--- src/scfla_pkg.sv ---
`default_nettype none
package scfla_pkg;

	// default sizing
	localparam int DEF_NUM_FRAMES  = 256;
	localparam int DEF_FRAME_BYTES = 4096;
	localparam int DEF_NUM_CLASSES = 8;

	// fixed geometry
	localparam int MAX_CLASSES = 8;
	localparam int CLS_W       = 3;
	localparam int CHUNK_LOG   = 4;
	localparam int ADDR_OUT_W  = 20;

	// operation codes
	localparam logic OP_ALLOC = 1'b0;
	localparam logic OP_FREE  = 1'b1;

	// result status codes
	typedef enum logic [3:0] {
		ST_ALLOC     = 4'd0,
		ST_FREED     = 4'd1,
		ST_TOO_LARGE = 4'd2,
		ST_NO_MEM    = 4'd3,
		ST_NULL      = 4'd4,
		ST_RANGE     = 4'd5,
		ST_UNOWNED   = 4'd6,
		ST_DOUBLE    = 4'd7,
		ST_MISALIGN  = 4'd8
	} status_t;

	// input word
	typedef struct packed {
		logic        opcode;
		logic [31:0] request_size;
		logic [7:0]  spare_frame;
		logic [31:0] free_address;
	} req_t;

	// result word
	typedef struct packed {
		logic [3:0]            status;
		logic [ADDR_OUT_W-1:0] chunk_address;
		logic                  frame_taken;
	} rsp_t;

	// controller to datapath
	typedef struct packed {
		logic       load;
		logic       grow_start;
		logic       grow_step;
		logic       grow_finish;
		logic       pop_issue;
		logic       pop_finish;
		logic       class_load;
		logic       walk_read;
		logic       walk_next;
		logic       push;
		logic       fail;
		logic [3:0] code;
	} cmd_t;

	// datapath to controller
	typedef struct packed {
		logic is_free;
		logic too_large;
		logic head_empty;
		logic spare_ok;
		logic addr_null;
		logic frame_oor;
		logic unowned;
		logic misaligned;
		logic cur_zero;
		logic cur_match;
		logic grow_last;
	} sts_t;

endpackage
`default_nettype wire

--- src/scfla_ctrl.sv ---
`default_nettype none
module scfla_ctrl (
	input  wire logic            clk,
	input  wire logic            arst_n,
	input  wire logic            start,
	input  wire scfla_pkg::sts_t sts,
	output scfla_pkg::cmd_t      cmd,
	output logic                 busy,
	output logic                 done
);
	typedef enum logic [7:0] {
		S_IDLE   = 8'b0000_0001,
		S_DECODE = 8'b0000_0010,
		S_POP    = 8'b0000_0100,
		S_GROW   = 8'b0000_1000,
		S_CLASS  = 8'b0001_0000,
		S_WALK   = 8'b0010_0000,
		S_NEXT   = 8'b0100_0000,
		S_DONE   = 8'b1000_0000
	} state_t;

	state_t state_q;
	state_t state_nx;

	// next state and datapath commands
	always_comb begin
		state_nx = state_q;
		cmd      = '0;
		unique case (state_q)
			S_IDLE: begin
				if (start) begin
					cmd.load = 1'b1;
					state_nx = S_DECODE;
				end
			end
			S_DECODE: begin
				if (sts.is_free) begin
					if (sts.addr_null) begin
						cmd.fail = 1'b1;
						cmd.code = scfla_pkg::ST_NULL;
						state_nx = S_DONE;
					end else if (sts.frame_oor) begin
						cmd.fail = 1'b1;
						cmd.code = scfla_pkg::ST_RANGE;
						state_nx = S_DONE;
					end else begin
						state_nx = S_CLASS;
					end
				end else if (sts.too_large) begin
					cmd.fail = 1'b1;
					cmd.code = scfla_pkg::ST_TOO_LARGE;
					state_nx = S_DONE;
				end else if (!sts.head_empty) begin
					cmd.pop_issue = 1'b1;
					state_nx      = S_POP;
				end else if (sts.spare_ok) begin
					cmd.grow_start = 1'b1;
					state_nx       = S_GROW;
				end else begin
					cmd.fail = 1'b1;
					cmd.code = scfla_pkg::ST_NO_MEM;
					state_nx = S_DONE;
				end
			end
			S_POP: begin
				cmd.pop_finish = 1'b1;
				state_nx       = S_DONE;
			end
			S_GROW: begin
				if (sts.grow_last) begin
					cmd.grow_finish = 1'b1;
					state_nx        = S_DONE;
				end else begin
					cmd.grow_step = 1'b1;
				end
			end
			S_CLASS: begin
				if (sts.unowned) begin
					cmd.fail = 1'b1;
					cmd.code = scfla_pkg::ST_UNOWNED;
					state_nx = S_DONE;
				end else if (sts.misaligned) begin
					cmd.fail = 1'b1;
					cmd.code = scfla_pkg::ST_MISALIGN;
					state_nx = S_DONE;
				end else begin
					cmd.class_load = 1'b1;
					state_nx       = S_WALK;
				end
			end
			S_WALK: begin
				if (sts.cur_zero) begin
					cmd.push = 1'b1;
					state_nx = S_DONE;
				end else if (sts.cur_match) begin
					cmd.fail = 1'b1;
					cmd.code = scfla_pkg::ST_DOUBLE;
					state_nx = S_DONE;
				end else begin
					cmd.walk_read = 1'b1;
					state_nx      = S_NEXT;
				end
			end
			S_NEXT: begin
				cmd.walk_next = 1'b1;
				state_nx      = S_WALK;
			end
			S_DONE: begin
				state_nx = S_IDLE;
			end
			default: begin
				state_nx = S_IDLE;
			end
		endcase
	end

	// state register
	always_ff @(posedge clk or negedge arst_n) begin
		if (!arst_n) begin
			state_q <= S_IDLE;
		end else begin
			state_q <= state_nx;
		end
	end

	assign busy = (state_q != S_IDLE);
	assign done = (state_q == S_DONE);

endmodule
`default_nettype wire
--- config.mk ---
export PLATFORM = sky130hd
export DESIGN_NAME = scfla_ctrl
export DESIGN_NICKNAME = d
export VERILOG_FILES = /design/src/scfla_pkg.sv /design/src/scfla_ctrl.sv
export SDC_FILE = /design/constraint.sdc
export NUM_CORES = 1
export LEC_CHECK = 0
export BUFFER_PORTS_ARGS = -buffer_cell sky130_fd_sc_hd__clkbuf_2
export CAP_MARGIN = 20
export CORE_MARGIN = 2
export CORE_UTILIZATION = 30
export DETAILED_ROUTE_END_ITERATION = 7
export PLACE_DENSITY = 0.54
export SETUP_SLACK_MARGIN = 0.15
export SLEW_MARGIN = 20
export SYNTH_ARGS = -nofsm -noshare
export SYNTH_HDL_FRONTEND = slang
export SYNTH_SLANG_ARGS = --single-unit
--- constraint.sdc ---
create_clock -name clk -period 1.9 [get_ports clk]
set_input_delay 0 -clock clk [delete_from_list [all_inputs] [get_ports clk]]
set_output_delay 0 -clock clk [all_outputs]
set_load 0.005 [all_outputs]
Yosys cells after proc, flatten, opt, wreduce, memory -nomap -nowiden --
Index checks and enable logic that the tools add are counted.
Storage, ports and cells: register bits 8, bits in latches 0, bits in read-only memories 0, memories kept 0, bits in writable memories 0
Operators by class: bitwise logic cells 0, reduce and logical (&&, ||, !) cells 1, muxes and demuxes 48, equal/unequal tests 11, add/sub/neg operators 0, multipliers 0, shift operators 0, order comparisons 0, divide/modulo/power cells 0
Operators with widths (count):
- $mux 8 | 12
- $pmux 8 s7 | 1
- $mux 5 | 10
- $mux 1 | 23
- $pmux 5 s3 | 1
- $eq 8x1->1 const B | 1
- $eq 8x2->1 const B | 1
- $eq 8x3->1 const B | 1
- $eq 8x4->1 const B | 1
- $eq 8x5->1 const B | 1
- $eq 8x6->1 const B | 1
- $eq 8x7->1 const B | 1
- $eq 8x8->1 const B | 1
- $ne 8x1->1 const B | 1
- $ne 2x2->1 const B | 2
- $mux 2 | 1
- $reduce_and 2->1 | 1

Depth between registers and ports, before layout --
word-level depth 5, gate-level depth with buffers 4, mapped depth without buffers 4

Least setup slack after synthesis --
Ideal clock, no wire load.
kind reg2reg, from register state_q[6], to register state_q[7], data arrival time 1.374 ns, setup time 0.082 ns, slack 0.444 ns, cell stages (with the launch flop) 5, data required time 1.818 ns, path buffers 0, cells stage by stage dfrtp_1 -> nor4_4 -> nand4b_4 -> a211o_1 -> a31oi_1
On the way: word-level cells in the longest chain between the ends 3, elaborated cells between the ends (all ways) 11, those cells by class eq/ne (9); mux (1); reduce/logical (1)
RTL lines:
- start: declaration | RTL line scfla_ctrl.sv:22 | state_t state_q;
- start signal: assignment | RTL line scfla_ctrl.sv:122 | state_q <= state_nx;
- $eq 8x4->1 / $eq 8x1->1 (equally long branches) | RTL line scfla_ctrl.sv:29 | unique case (state_q)
- $ne 2x2->1 (no source line)
- $reduce_and 2->1 (no source line)
Several ways; a longest one is shown, not always the timed one. A chain may end at the register's enable or synchronous reset.

==> reports/summary.txt <==
Status = complete, no violations
Clk pin slew, worst setup/hold paths = 0.05 ns
Placement row count = 16
Worst EP arrival = 1.79 ns
Multi-input gate area = 414 µm²
Initial DRC count = 5
Required time worst endpoint = 1.90 ns
DRC = 0
Mux contribution to synthesized area = 0%
Starting density of the core = 31.6%
Met1 usage = 19.3%
First-pass GRT wire length = 2.95 mm
Placed instance count = 132
Max-cap viol count = 0
GRT Residual Overflow = 0
Fin. Hold Viols = 0
Slew Viols, Final = 0
Fmax = 0.558 GHz
Setup violators final = 0
Clk_skew = 0.000756 ns
Compound-gate portion of the synthesized area = 16.7%
RSZ-0062 raised after global routing = true
Final WL = 1.81 mm
GRT busiest layer = met2
CTS tree = yes
I/O Pins = 31
Crit start category = flip-flop
CTS Sinks = 8
Pleak = 0.517 nW
Most frequent cells in the layout = 30 x clkbuf_2, 11 x nor2_1, 11 x dlygate4sd3_1
Post-route cell area = 0.00103 mm²
Setup_tns = 0 ns
Die area = 0.00245 mm²
Routing usage on met3 = 1.21%
Register area share after synthesis = 32.5%
Critical path peak fanout = 8
Post-Layout Cell Count = 155
Simple-Gate Fraction of Synth Area = 43.8%
Largest family of logic cells by synthesized area = simple AND/OR/NAND/NOR gates
Clock root buffer = clkbuf_4
GRT met2 Usage = 25.9%
Synthesized area = 621 µm²
Post-Synth Adder-Cell Area = 0%
Hold_ws = 0.00782 ns
Net Count, Synth = 88
Initial antenna violation count = 0
Placed Instance Area = 812 µm²
Largest regs = state_q: 8 flops
Die Height = 49.5 µm
Worst slew pin tran = 0.319 ns
Largest net degree at the start of global routing = 9
XOR/XNOR share of the synthesized area = 2.82%
Commonest non-fill, non-tap cell in the layout = clkbuf_2
Largest register FFs = 8
Crit Path Class = reg -> out
Crit. End Element = primary output
P&R area growth vs syn = 66.1%
Max IR drop VDD = 0.332 mV
DR vias = 773
Largest Register = state_q
# diodes = 0
Rel. slew slack = 78.7%
Number of synthesis warnings = 0
Crit path time final = 1.79 ns
Tcrit/Tclk final = 94.4%
Synthesized instance count = 74
Antenna-violating nets left = 0
Clock Latency Late Sink = 0.25 ns
Die X = 49.5 µm
Syn Area/Cell = 8.39 µm²
Total CTS buffers = 3
Routed vias/inst = 4.99
#FFs+latches synth = 8
PD cells = 778 mW/mm²
Core ar. = 0.00196 mm²
Share of layout cells above drive strength 1 = 39.8%
Detail Placement HPWL = 1.29 mm
Hold Path Class = in -> reg
Util after Layout = 52.6%
Detailed-route wire length per cell = 11.7 µm
GRT Util Overall = 15.7%
Fill count = 204
Register area = 203 µm²
First-pass DRT Iterations = 4
Clock tree buffer depth = 2
Layout Nets = 143
Port Buffer Count = 30
Vias in the first global route = 676
GPL Wtd Cong = 0.767
Netlist cell types = 30
H-Tree Depth = 1
-- synthesized netlist by cell type --
cell / n / area [µm²]
nor2_1: 11 / 41.3
dfrtp_1: 7 / 175
inv_1: 7 / 26.3
nor3_1: 6 / 30.0
nand3_1: 5 / 25.0
nand2_1: 3 / 11.3
nor2b_1: 3 / 18.8
nor4_1: 3 / 18.8
o31ai_1: 3 / 22.5
a31oi_1: 2 / 12.5
nand4b_1: 2 / 17.5
nor3b_1: 2 / 15.0
o211ai_1: 2 / 15.0
xor2_1: 2 / 17.5
a211o_1: 1 / 8.76
a21oi_1: 1 / 5.00
a31o_2: 1 / 8.76
a32o_1: 1 / 10.0
and2_2: 1 / 7.51
and3_1: 1 / 6.26
and4b_1: 1 / 10.0
dfstp_2: 1 / 26.3
nand2b_1: 1 / 6.26
nand4_1: 1 / 6.26
nand4b_4: 1 / 23.8
nor4_2: 1 / 12.5
nor4_4: 1 / 21.3
o21a_1: 1 / 7.51
o21ai_0: 1 / 5.00
o32ai_1: 1 / 8.76
-- where the power goes --
part	switching (mW)	leakage, nW	total, mW	internal, mW
combinational	0.183	0.396	0.405	0.223
sequential	0.0515	0.105	0.257	0.206
clock	0.0590	0.0150	0.139	0.0804
-- per-layer routing --
| layer | share of wire [%] | vias to the layer above |
|---|---|---|
| met2 | 50 | 22 |
| met3 | 4.5 | 4 |
| met4 | 2.3 | 0 |
| met5 | 0 | - |
| met1 | 43 | 356 |
| li1 | - | 391 |
-- cells by family after synthesis --
kind of cell,count (synthesis)
simple gates,43
buf+inv,7
flops,8
xor+xnor,2
compound gates,14
-- path summary, 6_finish.rpt --
check / startpoint / to / depth (start not counted) / slack (ns)
hold / removal: sts[7] / state_q[3] / 2 / 0.008
min in group asynchronous: arst_n / state_q[1] / 2 / 0.12
setup / recovery: state_q[6] / cmd[4] / 6 / 0.11
max in group asynchronous: arst_n / state_q[0] / 2 / 1.54
setup reg to reg: state_q[6] / state_q[7] / 6 / 0.21
hold reg to reg: state_q[0] / state_q[1] / 2 / 0.66
-- stage by stage --
stage / setup slack [ns] / power (mW)
floorplan: 0.444 / 0.450
global placement: 0.332 / 0.546
detailed placement: 0.298 / 0.550
CTS: 0.134 / 0.731
global route: 0.0310 / 0.862
finish: 0.107 / 0.802
-- cell type report --
cell class	instances	area share, %
Tap cell	27	3.28
Clock buffer	4	2.55
Sequential cell	8	19.7
Inverter	7	2.55
Multi-Input combinational cell	59	40.2
Timing Repair Buffer	50	31.8
-- worst max-delay path: stages (launching register included) --
cell and delay (ns):
dfrtp_1 0.41, nor4_4 0.27, buf_4 0.18, nand4b_4 0.16, a211o_1 0.32, nand3_1 0.08, clkbuf_2 0.11
-- timing repair --
item,in CTS,in global routing
setup buffers,3,5
hold buffers,11,0
pin swaps,1,5
gates resized for setup,1,3
setup endpoints to repair,7,10
endpoints found under the hold margin,14,0
No activity file was read; power rests on OpenSTA's default activity.
